`config.mk`:
```
export PLATFORM = sky130hd
export DESIGN_NAME = utf8_to_font_glyph_decoder_core_flat
export DESIGN_NICKNAME = d
export VERILOG_FILES = /design/src/rtl/core/u8fg_pkg.sv /design/src/rtl/core/u8fg_in_if.sv /design/src/rtl/core/u8fg_out_if.sv /design/src/rtl/core/u8fg_map.sv /design/src/rtl/core/utf8_to_font_glyph_decoder_core.sv /design/src/flat_wrapper.sv
export SDC_FILE = /design/constraint.sdc
export NUM_CORES = 1
export LEC_CHECK = 0
export BUFFER_PORTS_ARGS = -buffer_cell sky130_fd_sc_hd__buf_2
export CORE_MARGIN = 10
export CORE_UTILIZATION = 40
export DETAILED_ROUTE_END_ITERATION = 6
export MAX_ROUTING_LAYER = met4
export PLACE_DENSITY = 0.67
export SLEW_MARGIN = 10
export SYNTH_ARGS = -nofsm -noshare
export SYNTH_HDL_FRONTEND = slang
export SYNTH_SLANG_ARGS = --single-unit
```
`constraint.sdc`:
```
create_clock -name clk -period 6.2 [get_ports clk]
set_clock_uncertainty 0.2 [all_clocks]
set_input_delay 1.24 -clock clk [delete_from_list [all_inputs] [get_ports clk]]
set_output_delay 1.24 -clock clk [all_outputs]
set_load 0.02 [all_outputs]
```
`src/rtl/core/u8fg_pkg.sv`:
```
// u8fg_pkg: shared types and constants for the UTF-8 to font glyph decoder.
// No dependencies; used by every other file of the block.
`timescale 1ns / 1ps
`default_nettype none

package u8fg_pkg;

  typedef logic [7:0] byte_t;

  // Lead bytes that select a mapping.
  localparam byte_t LEAD_LATIN1  = 8'hC2;
  localparam byte_t LEAD_LATIN1S = 8'hC3;
  localparam byte_t LEAD_C4      = 8'hC4;
  localparam byte_t LEAD_C5      = 8'hC5;
  localparam byte_t LEAD_EURO    = 8'h82;
  localparam byte_t LEAD_D0      = 8'hD0;
  localparam byte_t LEAD_D1      = 8'hD1;
  localparam byte_t LEAD_D2      = 8'hD2;

  localparam byte_t LATIN1_OR    = 8'hC0;
  localparam byte_t EURO_IN      = 8'hAC;
  localparam byte_t EURO_GLYPH   = 8'hB6;
  localparam byte_t CYR_UP_OFS   = 8'd17;
  localparam byte_t CYR_UP2_OFS  = 8'd49;
  localparam byte_t CYR_LO_OFS   = 8'd15;

  // Cascade entry points; a later group is tried from every earlier entry.
  typedef logic [2:0] entry_t;
  localparam entry_t ENTRY_PL_A  = 3'd0;
  localparam entry_t ENTRY_PL_B  = 3'd1;
  localparam entry_t ENTRY_EURO  = 3'd2;
  localparam entry_t ENTRY_CYR_U = 3'd3;
  localparam entry_t ENTRY_CYR_L = 3'd4;
  localparam entry_t ENTRY_CYR_X = 3'd5;
  localparam entry_t ENTRY_NONE  = 3'd6;

  // Contents of the input register: the byte and the lead seen before it.
  typedef struct packed {
    byte_t data;
    byte_t lead;
  } s1_t;

endpackage

`default_nettype wire

```
`src/rtl/core/u8fg_in_if.sv`:
```
// u8fg_in_if: valid/ready channel carrying one raw UTF-8 byte.
// Depends on u8fg_pkg.
`timescale 1ns / 1ps
`default_nettype none

interface u8fg_in_if;
  logic               valid;
  logic               ready;
  u8fg_pkg::byte_t    in_byte;

  modport source (output valid, output in_byte, input ready);
  modport sink   (input valid, input in_byte, output ready);
endinterface

`default_nettype wire

```
`src/rtl/core/u8fg_out_if.sv`:
```
// u8fg_out_if: valid/ready channel carrying one font glyph index.
// Depends on u8fg_pkg.
`timescale 1ns / 1ps
`default_nettype none

interface u8fg_out_if;
  logic               valid;
  logic               ready;
  u8fg_pkg::byte_t    glyph;

  modport source (output valid, output glyph, input ready);
  modport sink   (input valid, input glyph, output ready);
endinterface

`default_nettype wire

```
`src/rtl/core/u8fg_map.sv`:
```
// u8fg_map: combinational mapping of one byte, given its lead, to a glyph.
// Depends on u8fg_pkg. A zero glyph means no result.
`timescale 1ns / 1ps
`default_nettype none

module u8fg_map (
  input  var u8fg_pkg::s1_t   s1,
  output u8fg_pkg::byte_t     glyph
);

  u8fg_pkg::entry_t entry;
  u8fg_pkg::byte_t  b;
  logic e0, e1, e2, e3, e4, e5;

  assign b = s1.data;

  always_comb begin
    unique case (s1.lead)
      u8fg_pkg::LEAD_C4:   entry = u8fg_pkg::ENTRY_PL_A;
      u8fg_pkg::LEAD_C5:   entry = u8fg_pkg::ENTRY_PL_B;
      u8fg_pkg::LEAD_EURO: entry = u8fg_pkg::ENTRY_EURO;
      u8fg_pkg::LEAD_D0:   entry = u8fg_pkg::ENTRY_CYR_U;
      u8fg_pkg::LEAD_D1:   entry = u8fg_pkg::ENTRY_CYR_L;
      u8fg_pkg::LEAD_D2:   entry = u8fg_pkg::ENTRY_CYR_X;
      default:             entry = u8fg_pkg::ENTRY_NONE;
    endcase
  end

  assign e0 = (entry <= u8fg_pkg::ENTRY_PL_A);
  assign e1 = (entry <= u8fg_pkg::ENTRY_PL_B);
  assign e2 = (entry <= u8fg_pkg::ENTRY_EURO);
  assign e3 = (entry <= u8fg_pkg::ENTRY_CYR_U);
  assign e4 = (entry <= u8fg_pkg::ENTRY_CYR_L);
  assign e5 = (entry <= u8fg_pkg::ENTRY_CYR_X);

  // First matching check in cascade order wins.
  always_comb begin
    if (!b[7]) begin
      glyph = b;
    end else if (s1.lead == u8fg_pkg::LEAD_LATIN1) begin
      glyph = b;
    end else if (s1.lead == u8fg_pkg::LEAD_LATIN1S) begin
      if (b == 8'hB3)      glyph = 8'h6F;
      else if (b == 8'h93) glyph = 8'h4F;
      else                 glyph = b | u8fg_pkg::LATIN1_OR;
    end
    else if (e0 && b == 8'h85) glyph = 8'h61;
    else if (e0 && b == 8'h84) glyph = 8'h41;
    else if (e0 && b == 8'h87) glyph = 8'h63;
    else if (e0 && b == 8'h86) glyph = 8'h43;
    else if (e0 && b == 8'h99) glyph = 8'h65;
    else if (e0 && b == 8'h98) glyph = 8'h45;
    else if (e1 && b == 8'h82) glyph = 8'h6C;
    else if (e1 && b == 8'h81) glyph = 8'h4C;
    else if (e1 && b == 8'h84) glyph = 8'h6E;
    else if (e1 && b == 8'h83) glyph = 8'h4E;
    else if (e1 && b == 8'h9A) glyph = 8'h53;
    else if (e1 && b == 8'hBC) glyph = 8'h7A;
    else if (e1 && b == 8'hBB) glyph = 8'h5A;
    else if (e1 && b == 8'hBA) glyph = 8'h7A;
    else if (e1 && b == 8'hB9) glyph = 8'h5A;
    else if (e1 && b == 8'h9B) glyph = 8'h73;
    else if (e2 && b == u8fg_pkg::EURO_IN) glyph = u8fg_pkg::EURO_GLYPH;
    else if (e3 && b == 8'h81) glyph = 8'h84;
    else if (e3 && b == 8'h84) glyph = 8'hA0;
    else if (e3 && b == 8'h86) glyph = 8'hA1;
    else if (e3 && b == 8'h87) glyph = 8'hEF;
    else if (e3 && b >= 8'h90 && b <= 8'hAF) glyph = b - u8fg_pkg::CYR_UP_OFS;
    else if (e3 && b >= 8'hB0 && b <= 8'hBF) glyph = b - u8fg_pkg::CYR_UP2_OFS;
    else if (e4 && b == 8'h91) glyph = 8'h84;
    else if (e4 && b == 8'h94) glyph = 8'hA0;
    else if (e4 && b == 8'h96) glyph = 8'hA1;
    else if (e4 && b == 8'h97) glyph = 8'hEF;
    else if (e4 && b <= 8'h8F) glyph = b + u8fg_pkg::CYR_LO_OFS;
    else if (e5 && (b == 8'h90 || b == 8'h91)) glyph = 8'h9F;
    else glyph = '0;
  end

endmodule

`default_nettype wire

```
`src/rtl/core/utf8_to_font_glyph_decoder_core.sv`:
```
// utf8_to_font_glyph_decoder_core: top level of the UTF-8 to font glyph decoder.
// Depends on u8fg_pkg, u8fg_in_if, u8fg_out_if and u8fg_map.
//
// Usage:
//   in_ch  : one UTF-8 byte per transfer (valid/ready, in_byte).
//   out_ch : one glyph index per transfer (valid/ready, glyph), never zero.
//   Each byte gives zero or one glyph; a byte whose mapping is zero gives none.
//   A byte of 0x80 or more is mapped by the byte of 0x80 or more before it and
//   becomes the new lead; a byte below 0x80 clears the lead and passes as is.
// Path: a byte lands in the input register when it transfers, and the mapping
//   logic loads its glyph into the output register once the output stage is
//   free (out_ch not holding a glyph, or out_ch.ready high).
// Throughput: one byte per cycle while out_ch.ready is high, set by the
//   two-register pipeline with one mapping pass between them.
// Reset (rst_n low, synchronous): both pipeline stages empty, lead cleared.
// Stall: while out_ch.ready is low the glyph is held; the input register
//   still takes one more byte, then in_ch.ready drops until the output moves.
`timescale 1ns / 1ps
`default_nettype none

module utf8_to_font_glyph_decoder_core (
  input  wire         clk,
  input  wire         rst_n,
  u8fg_in_if.sink     in_ch,
  u8fg_out_if.source  out_ch
);

  // Lead tracking happens at input transfer time, so order is preserved.
  u8fg_pkg::byte_t lead_r, lead_nxt;
  u8fg_pkg::s1_t   s1_r, s1_nxt;
  logic            s1_valid_r, s1_valid_nxt;
  u8fg_pkg::byte_t glyph_r, glyph_nxt;
  logic            out_valid_r, out_valid_nxt;
  u8fg_pkg::byte_t map_glyph;

  logic in_xfer, s2_free, s1_adv;

  assign s2_free = !out_valid_r || out_ch.ready;
  assign s1_adv  = s1_valid_r && s2_free;
  assign in_ch.ready = !s1_valid_r || s2_free;
  assign in_xfer = in_ch.valid && in_ch.ready;

  u8fg_map u_map (
    .s1    (s1_r),
    .glyph (map_glyph)
  );

  always_comb begin
    lead_nxt     = lead_r;
    s1_nxt       = s1_r;
    s1_valid_nxt = s1_valid_r;
    if (in_xfer) begin
      // Capture the byte with the lead it sees, then update the lead.
      s1_nxt.data  = in_ch.in_byte;
      s1_nxt.lead  = lead_r;
      s1_valid_nxt = 1'b1;
      lead_nxt     = in_ch.in_byte[7] ? in_ch.in_byte : '0;
    end else if (s1_adv) begin
      s1_valid_nxt = 1'b0;
    end
  end

  always_comb begin
    glyph_nxt     = glyph_r;
    out_valid_nxt = out_valid_r;
    if (s2_free) begin
      // Drop zero glyphs here; they never reach the output.
      glyph_nxt     = map_glyph;
      out_valid_nxt = s1_valid_r && (map_glyph != '0);
    end
  end

  always_ff @(posedge clk) begin
    if (!rst_n) begin
      lead_r      <= '0;
      s1_valid_r  <= 1'b0;
      out_valid_r <= 1'b0;
    end else begin
      lead_r      <= lead_nxt;
      s1_valid_r  <= s1_valid_nxt;
      out_valid_r <= out_valid_nxt;
    end
  end

  always_ff @(posedge clk) begin
    s1_r    <= s1_nxt;
    glyph_r <= glyph_nxt;
  end

  assign out_ch.valid = out_valid_r;
  assign out_ch.glyph = glyph_r;

  // A glyph offered downstream is never zero.
  a_no_zero_glyph: assert property (@(posedge clk) disable iff (!rst_n)
    out_valid_r |-> (glyph_r != '0))
    else $error("zero glyph offered on output");

  // An ASCII byte clears the lead.
  a_ascii_clears_lead: assert property (@(posedge clk) disable iff (!rst_n)
    (in_xfer && !in_ch.in_byte[7]) |=> (lead_r == '0))
    else $error("lead not cleared after ASCII byte");

  // A high byte becomes the lead.
  a_high_sets_lead: assert property (@(posedge clk) disable iff (!rst_n)
    (in_xfer && in_ch.in_byte[7]) |=> (lead_r == $past(in_ch.in_byte)))
    else $error("lead not updated after high byte");

  // A blocked input stage keeps its contents.
  a_s1_holds: assert property (@(posedge clk) disable iff (!rst_n)
    (s1_valid_r && !s2_free) |=> (s1_valid_r && $stable(s1_r)))
    else $error("input stage lost data while blocked");

endmodule

`default_nettype wire

```
`src/flat_wrapper.sv`:
```
// flat-port wrapper written by rule: the top's interface ports become plain ports
module utf8_to_font_glyph_decoder_core_flat 
  (clk, rst_n, in_ch_valid, in_ch_in_byte, in_ch_ready, out_ch_valid, out_ch_glyph, out_ch_ready);
  u8fg_in_if in_ch_i ();
  u8fg_out_if out_ch_i ();
  input  wire clk;
  input  wire rst_n;
  input wire logic [$bits(in_ch_i.valid)-1:0] in_ch_valid;
  input wire logic [$bits(in_ch_i.in_byte)-1:0] in_ch_in_byte;
  output wire logic [$bits(in_ch_i.ready)-1:0] in_ch_ready;
  output wire logic [$bits(out_ch_i.valid)-1:0] out_ch_valid;
  output wire logic [$bits(out_ch_i.glyph)-1:0] out_ch_glyph;
  input wire logic [$bits(out_ch_i.ready)-1:0] out_ch_ready;
  assign in_ch_i.valid = in_ch_valid;
  assign in_ch_i.in_byte = in_ch_in_byte;
  assign in_ch_ready = in_ch_i.ready;
  assign out_ch_valid = out_ch_i.valid;
  assign out_ch_glyph = out_ch_i.glyph;
  assign out_ch_i.ready = out_ch_ready;
  utf8_to_font_glyph_decoder_core u_core (.clk(clk), .rst_n(rst_n), .in_ch(in_ch_i), .out_ch(out_ch_i));
endmodule
```
==> summary.md, run 1 <==
| Metric | Value |
|---|---|
| Status | `completed` |
| CTS tree | `done` |
| Vias in the first global route | `2851` |
| Total clock sinks | `34` |
| GRT Total Usage | `0.173` |
| Avg Cell Area, Syn | `8.88 µm²` |
| Tcrit/Tclk final | `0.561` |
| CORE AREA | `0.00725 mm²` |
| Final wirelength | `9490 µm` |
| Syn Inst Count | `335` |
| Clock buffer depth | `2` |
| Worst Path Arrival | `2.04 ns` |
| Drt wl/cell | `21.5 µm` |
| Sum of negative setup slack | `0 ns` |
| Register area share after synthesis | `0.310` |
| CP endpoint kind | `output port` |
| Yosys warnings | `0` |
| Slew headroom | `0.235` |
| Synth Area in XOR/XNOR | `0.0118` |
| Post-synth top cells | `edfxtp_1 (24), nand2_1 (24), nor2_1 (24)` |
| Power density over the cells | `196 mW/mm²` |
| Combinational family with the most area after synthesis | `compound AO/OA/AOI/OAI gates` |
| Largest net degree at the start of global routing | `31` |
| Tightest Pin Transition | `1.14 ns` |
| Post-Syn Nets | `351` |
| Final nets | `357` |
| Hold Buf Count CTS | `0` |
| Post-layout instance count excluding filler cells | `441` |
| Gr ovfl total | `0` |
| Leading area contributor after synthesis | `edfxtp_1` |
| CTS buffer count | `5` |
| Post-DR vias/cell | `6.60` |
| Final setup violation count | `0` |
| Main area contributors after synthesis | `edfxtp_1 (24%), dfxtp_1 (6.7%), nand2_1 (3.0%), nor2_1 (3.0%), a21oi_1 (2.7%)` |
| PortBufs | `21` |
| Hold Path Class | `flip-flop to flip-flop` |
| FFs w/ async S/R, synth | `0` |
| Top-Level Pins | `22` |
| Clk slew on worst S/H paths | `0.08 ns` |
| # diodes | `0` |
| Gpl congestion | `1.00` |
| Crit path max fanout | `5` |
| Top cell type's share of synthesized area | `0.242` |
| WS Path Type | `input port to output port` |
| Number of routed nets with antenna violations | `0` |
| Post-CTS setup buffers | `0` |
| Reg2Reg Depth | `8` |
| Compound-Gate Fraction of Synth Area | `0.308` |
| 1st-iter DRT viols | `307` |
| Ys flop type | `edfxtp_1` |
| Adder-Cell Fraction of Synth Area | `0.0168` |
| H-tree depth | `2` |
| Startpoint types | `input port` |
| R2r endpoint | `u_core.out_ch.valid` |
| Hpwl dp | `7100 µm` |
| Mux cell area share after synthesis | `0` |
| DRC | `0` |
| Fin crit period | `3.48 ns` |
| DR vias | `2912` |
| WHS Path Cells | `0` |
| Cell variety after synth | `85` |
| Layout area overhead | `7.95%` |
| Post-cts repair resize count | `0` |
| Min-Delay Endpoint | `u_core.s1_r[6]` |
| Final hold vios | `0` |
| Netlist Area Pre-Place | `0.00298 mm²` |
| First-pass GRT wire length | `15400 µm` |
| Initial antenna violation count | `0` |
| HP Start | `u_core.lead_r[6]` |
| Post-synthesis register bit count | `34` |
| Pleak | `0.00105 µW` |
| R2R Setup Slk | `2.88 ns` |
| Max_cap viols | `0` |
| Die Ht | `106 µm` |
| Clk Latency, worst-skew pair | `0.29 ns` |
| Worst r2r src | `u_core.s1_r[12]` |
| Fin. max-slew vios | `0` |
| Max VDD drop | `0.000131 V` |
| Highest Clock Rate | `288 MHz` |
| Row count | `31` |
| Dpl cells | `433` |
| CTS Root Cell | `clkbuf_8` |
| RSZ-0062 raised after global routing | `false` |
| Die X | `106 µm` |
| Starting Density | `0.410` |
| Simple-Gate Fraction of Synth Area | `0.294` |
| Die footprint | `0.0113 mm²` |
| CP required | `4.76 ns` |
| Fin util | `0.443` |
| TritonRoute pass-1 iters | `5` |
| EDFF count, synth | `24` |
| Share of cells above drive strength 1 | `0.173` |
## stage by stage
| step | hold WS [ns] | cell area (µm²) | total power [µW] | setup slack [ns] |
|---|---|---|---|---|
| finish | 0.231 | 3210 | 630 | 2.72 |
| global route | 0.251 | 3210 | 654 | 2.63 |
| CTS | 0.230 | 3210 | 632 | 2.72 |
| detailed placement | 0.217 | 3070 | 382 | 2.68 |
| global placement | 0.218 | 3070 | 382 | 2.74 |
| floorplan | 0.208 | 2980 | 351 | 3.12 |
## cell families after synthesis
group | after synthesis
XOR/XNOR | 4
AO/OA/AOI/OAI | 122
adder cells (fa/ha/maj) | 4
buffers and inverters | 35
flip-flops | 34
AND/OR/NAND/NOR | 136
## area by class of cell
type / instances / area, µm²
clock inverters: 3 / 68.8
fillers: 746 / 4040
well taps: 99 / 124
clock buffers: 5 / 68.8
repair buffers: 21 / 105
inverters: 13 / 48.8
flip-flops and latches: 34 / 921
multi-input cells: 266 / 1880
## placed cells by master (no fill, tap or decap), drive strengths merged, types with 3 or more instances in the layout
master | netlist | final
dfxtp | 10 | 10
a21oi | 16 | 16
nor2b | 8 | 8
o211ai | 11 | 11
a211oi | 7 | 7
or4 | 3 | 3
nand3b | 4 | 4
o22ai | 8 | 8
buf | 15 | 21
nor4 | 8 | 8
o21ai | 19 | 19
nor3 | 16 | 16
nor2 | 26 | 26
nand3 | 15 | 15
edfxtp | 24 | 24
inv | 12 | 12
a31oi | 7 | 7
xnor2 | 4 | 4
ha | 4 | 4
nand4 | 4 | 4
a21o | 5 | 5
nor4b | 3 | 3
o21a | 3 | 3
nor3b | 3 | 3
clkbuf | 7 | 5
o211a | 5 | 5
nand2b | 5 | 5
a21boi | 10 | 10
nand2 | 24 | 24
## routing by layer
metal / part of all wire / vias to the layer above / GRT usage
li1: - / 1325 / -
met1: 0.41 / 1383 / 0.209
met2: 0.47 / 163 / 0.281
met3: 0.075 / 41 / 0.0308
met4: 0.037 / 0 / 0.0667
met5: 0 / - / -
## power breakdown
| part | leakage, µW | switching, µW | internal, µW | total [µW] |
|---|---|---|---|---|
| clock | 0.0000683 | 89.1 | 161 | 250 |
| combinational | 0.000653 | 63.6 | 34.9 | 98.5 |
| sequential | 0.000331 | 22.6 | 258 | 281 |
| total | 0.00105 | 175 | 454 | 630 |
## registers in the layout, summed over array words and instances (netlist names)
| register | cells |
|---|---|
| u_core.s1_r | 16 |
| u_core.lead_r | 8 |
| u_core.out_ch.glyph | 8 |
| u_core.out_ch.valid | 1 |
| u_core.s1_valid_r | 1 |
## critical path, stage by stage
cell	delay, ns
buf_2	0.09
nor2b_1	0.39
nand2_1	0.13
buf_2	0.18
## worst max path at each step
stage	slack [ns]	endpoint	startpoint
2_1_floorplan	3.12	in_ch_ready	out_ch_ready
3_3_place_gp	2.74	in_ch_ready	out_ch_ready
3_5_place_dp	2.68	u_core.lead_r[3]	out_ch_ready
4_1_cts	2.72	in_ch_ready	out_ch_ready
5_1_grt	2.63	in_ch_ready	out_ch_ready
6_report	2.72	in_ch_ready	out_ch_ready
Note: power is estimated with default switching activity, not from simulation.
==> inputs of run 2 (changes only) <==
- clock period: 6.2 -> 3.3 ns (I/O delays scaled with it)
==> summary.md, run 2 (synthesis results as in run 1) <==
| Metric | Value |
|---|---|
| Power density over the cells | `320 mW/mm²` |
| Most common cell on crit path | `nor4_1` |
| DRC | `0` |
| Startpoint types | `flip-flop` |
| Met3 Usage GRT | `0.0393` |
| Die X | `106 µm` |
| # diodes | `0` |
| PortBufs | `21` |
| CP required | `3.27 ns` |
| Cell Int Power | `759 µW` |
| Slew headroom | `0.528` |
| Number of routed nets with antenna violations | `0` |
| Share of cells above drive strength 1 | `0.226` |
| Row count | `31` |
| Max VDD drop | `0.000302 V` |
| GR Util met1 | `0.213` |
| Die footprint | `0.0113 mm²` |
| Starting Density | `0.410` |
| Vias in the first global route | `2979` |
| Clock power frac | `0.323` |
| Crit path to | `u_core.out_ch.valid` |
| Max FFs per register | `16` |
| Post-DR vias/cell | `6.40` |
| RSZ-0062 raised after global routing | `false` |
| Met2 GRT Util | `0.275` |
| Final hold vios | `0` |
| GRT Total Usage | `0.179` |
| CORE AREA | `0.00725 mm²` |
| WHS Path Cells | `0` |
| 1st-iter DRT viols | `307` |
| Combinational share of power | `0.207` |
| DR vias | `2984` |
| Layout area overhead | `13.1%` |
| Status | `completed` |
| Tcrit/Tclk final | `0.938` |
| Fillcell total | `733` |
| Gr busiest metal | `met2` |
| Fin. max-slew vios | `0` |
| Die Ht | `106 µm` |
| Reg2Reg Depth | `10` |
| Slowest stage delay, CP | `0.51 ns` |
| H-tree depth | `2` |
| CTS tree | `done` |
| WS Path Type | `flip-flop to flip-flop` |
| Clk Latency, worst-skew pair | `0.29 ns` |
| Switch share | `0.295` |
| Sum of negative setup slack | `0 ns` |
| Clock buffer depth | `2` |
| Final wirelength | `9720 µm` |
| Gr ovfl total | `0` |
| Largest net degree at the start of global routing | `25` |
| CTS buffer count | `5` |
| Worst Path Arrival | `3.06 ns` |
| First-pass GRT wire length | `15600 µm` |
| Fin crit period | `3.09 ns` |
| HP Start | `u_core.lead_r[4]` |
| Commonest cells after routing, fill and taps aside | `buf_4 (25), nand2_1 (24), nor2_1 (24), edfxtp_1 (24), buf_2 (21)` |
| Net Switching | `318 µW` |
| Hpwl dp | `7660 µm` |
| Pleak | `0.00116 µW` |
| CP endpoint kind | `flip-flop` |
| CTS Root Cell | `clkbuf_8` |
| Top-Level Pins | `22` |
| TritonRoute pass-1 iters | `5` |
| Crit path max fanout | `10` |
| Post-layout instance count excluding filler cells | `466` |
| Fin util | `0.464` |
| Worst path slowest cell | `edfxtp_1` |
| Post-DP Area | `0.00326 mm²` |
| Initial antenna violation count | `0` |
| Final setup violation count | `0` |
| Final Cell Area | `0.00337 mm²` |
| Hold Buf Count CTS | `0` |
| Max_cap viols | `0` |
| Drt wl/cell | `20.8 µm` |
| Total clock sinks | `34` |
| Crit path cell chain | `inv_1 > ha_1 > nor4_4 > nor4_1 > o21a_1 > a21o_1 > o31a_1 > a31o_1 > nor4_1 > a31oi_1` |
| R2R Setup Slk | `0.21 ns` |
| R2r endpoint | `u_core.out_ch.valid` |
| Flop pwr share | `0.469` |
| Dpl cells | `458` |
| Hold Path Class | `flip-flop to flip-flop` |
| Worst r2r src | `u_core.s1_r[9]` |
| Tightest Pin Transition | `0.701 ns` |
| Final nets | `382` |
| Beginning of the critical path | `u_core.s1_r[9]` |
| Gpl congestion | `0.934` |
| Clk slew on worst S/H paths | `0.07 ns` |
| Commonest non-fill, non-tap cell in the layout | `buf_4` |
| Highest Clock Rate | `323 MHz` |
| Reg with most FFs | `u_core.s1_r` |
## run 2: changes by cell type in the layout (fill, tap and decap cells not counted)
cell       delta
buf_4        +25
clkinv_4      -1
ha_2          +1
ha_1          -1
clkbuf_16     +1
bufinv_16     -2
clkbuf_1      +2
## run 2: worst max-delay path, delay by kind of cell (launching register included)
kind	cells	cell delay [ns]
buffers and inverters	1	0.12
adders and majority gates	1	0.36
and+or+nand+nor	3	0.78
AOI/OAI and AO/OA	5	1.00
DFF	1	0.51
## run 2: metrics by stage
stage / power, µW / hold slack, ns / worst slack [ns]
after global placement: 733 / 0.213 / 0.241
after CTS: 1080 / 0.234 / 0.208
after global routing: 1120 / 0.238 / 0.0540
after floorplan: 660 / 0.208 / 0.578
after detailed placement: 734 / 0.213 / 0.218
final: 1080 / 0.233 / 0.206
## run 2: layer usage
| metal | share of wire | wire length [µm] |
|---|---|---|
| met1 | 0.41 | 3970 |
| met2 | 0.45 | 4390 |
| met4 | 0.054 | 527 |
| met5 | 0 | 0 |
| met3 | 0.086 | 834 |
## run 2: how the worst min path moves through the flow
stage and end:
2_1_floorplan u_core.s1_r[0], 3_3_place_gp u_core.s1_r[4], 3_5_place_dp u_core.s1_r[1], 4_1_cts u_core.s1_r[4], 5_1_grt u_core.s1_r[6], 6_report u_core.s1_r[4]
## run 2: final cells by class
cell class | instances | area [µm²] | area share
inverter | 13 | 48.8 | 0.0145
tap | 99 | 124 | 0.0368
clock buffer | 8 | 101 | 0.0301
multi-input combinational | 266 | 1880 | 0.558
sequential | 34 | 921 | 0.274
timing repair buffer | 46 | 293 | 0.0870
## run 2: repair_timing
action                                  CTS  global route
setup buffers                             0             0
hold endpoints to repair                  0             0
resized for setup                         0             1
endpoints found under the setup margin    0             1
## run 2: power groups by stage
stage	sequential (µW)	clock [µW]	combinational (µW)
after global routing	509	371	241
after detailed placement	515	0	219
after global placement	513	0	220
after floorplan	521	0	139
after CTS	505	352	219
final	506	348	223
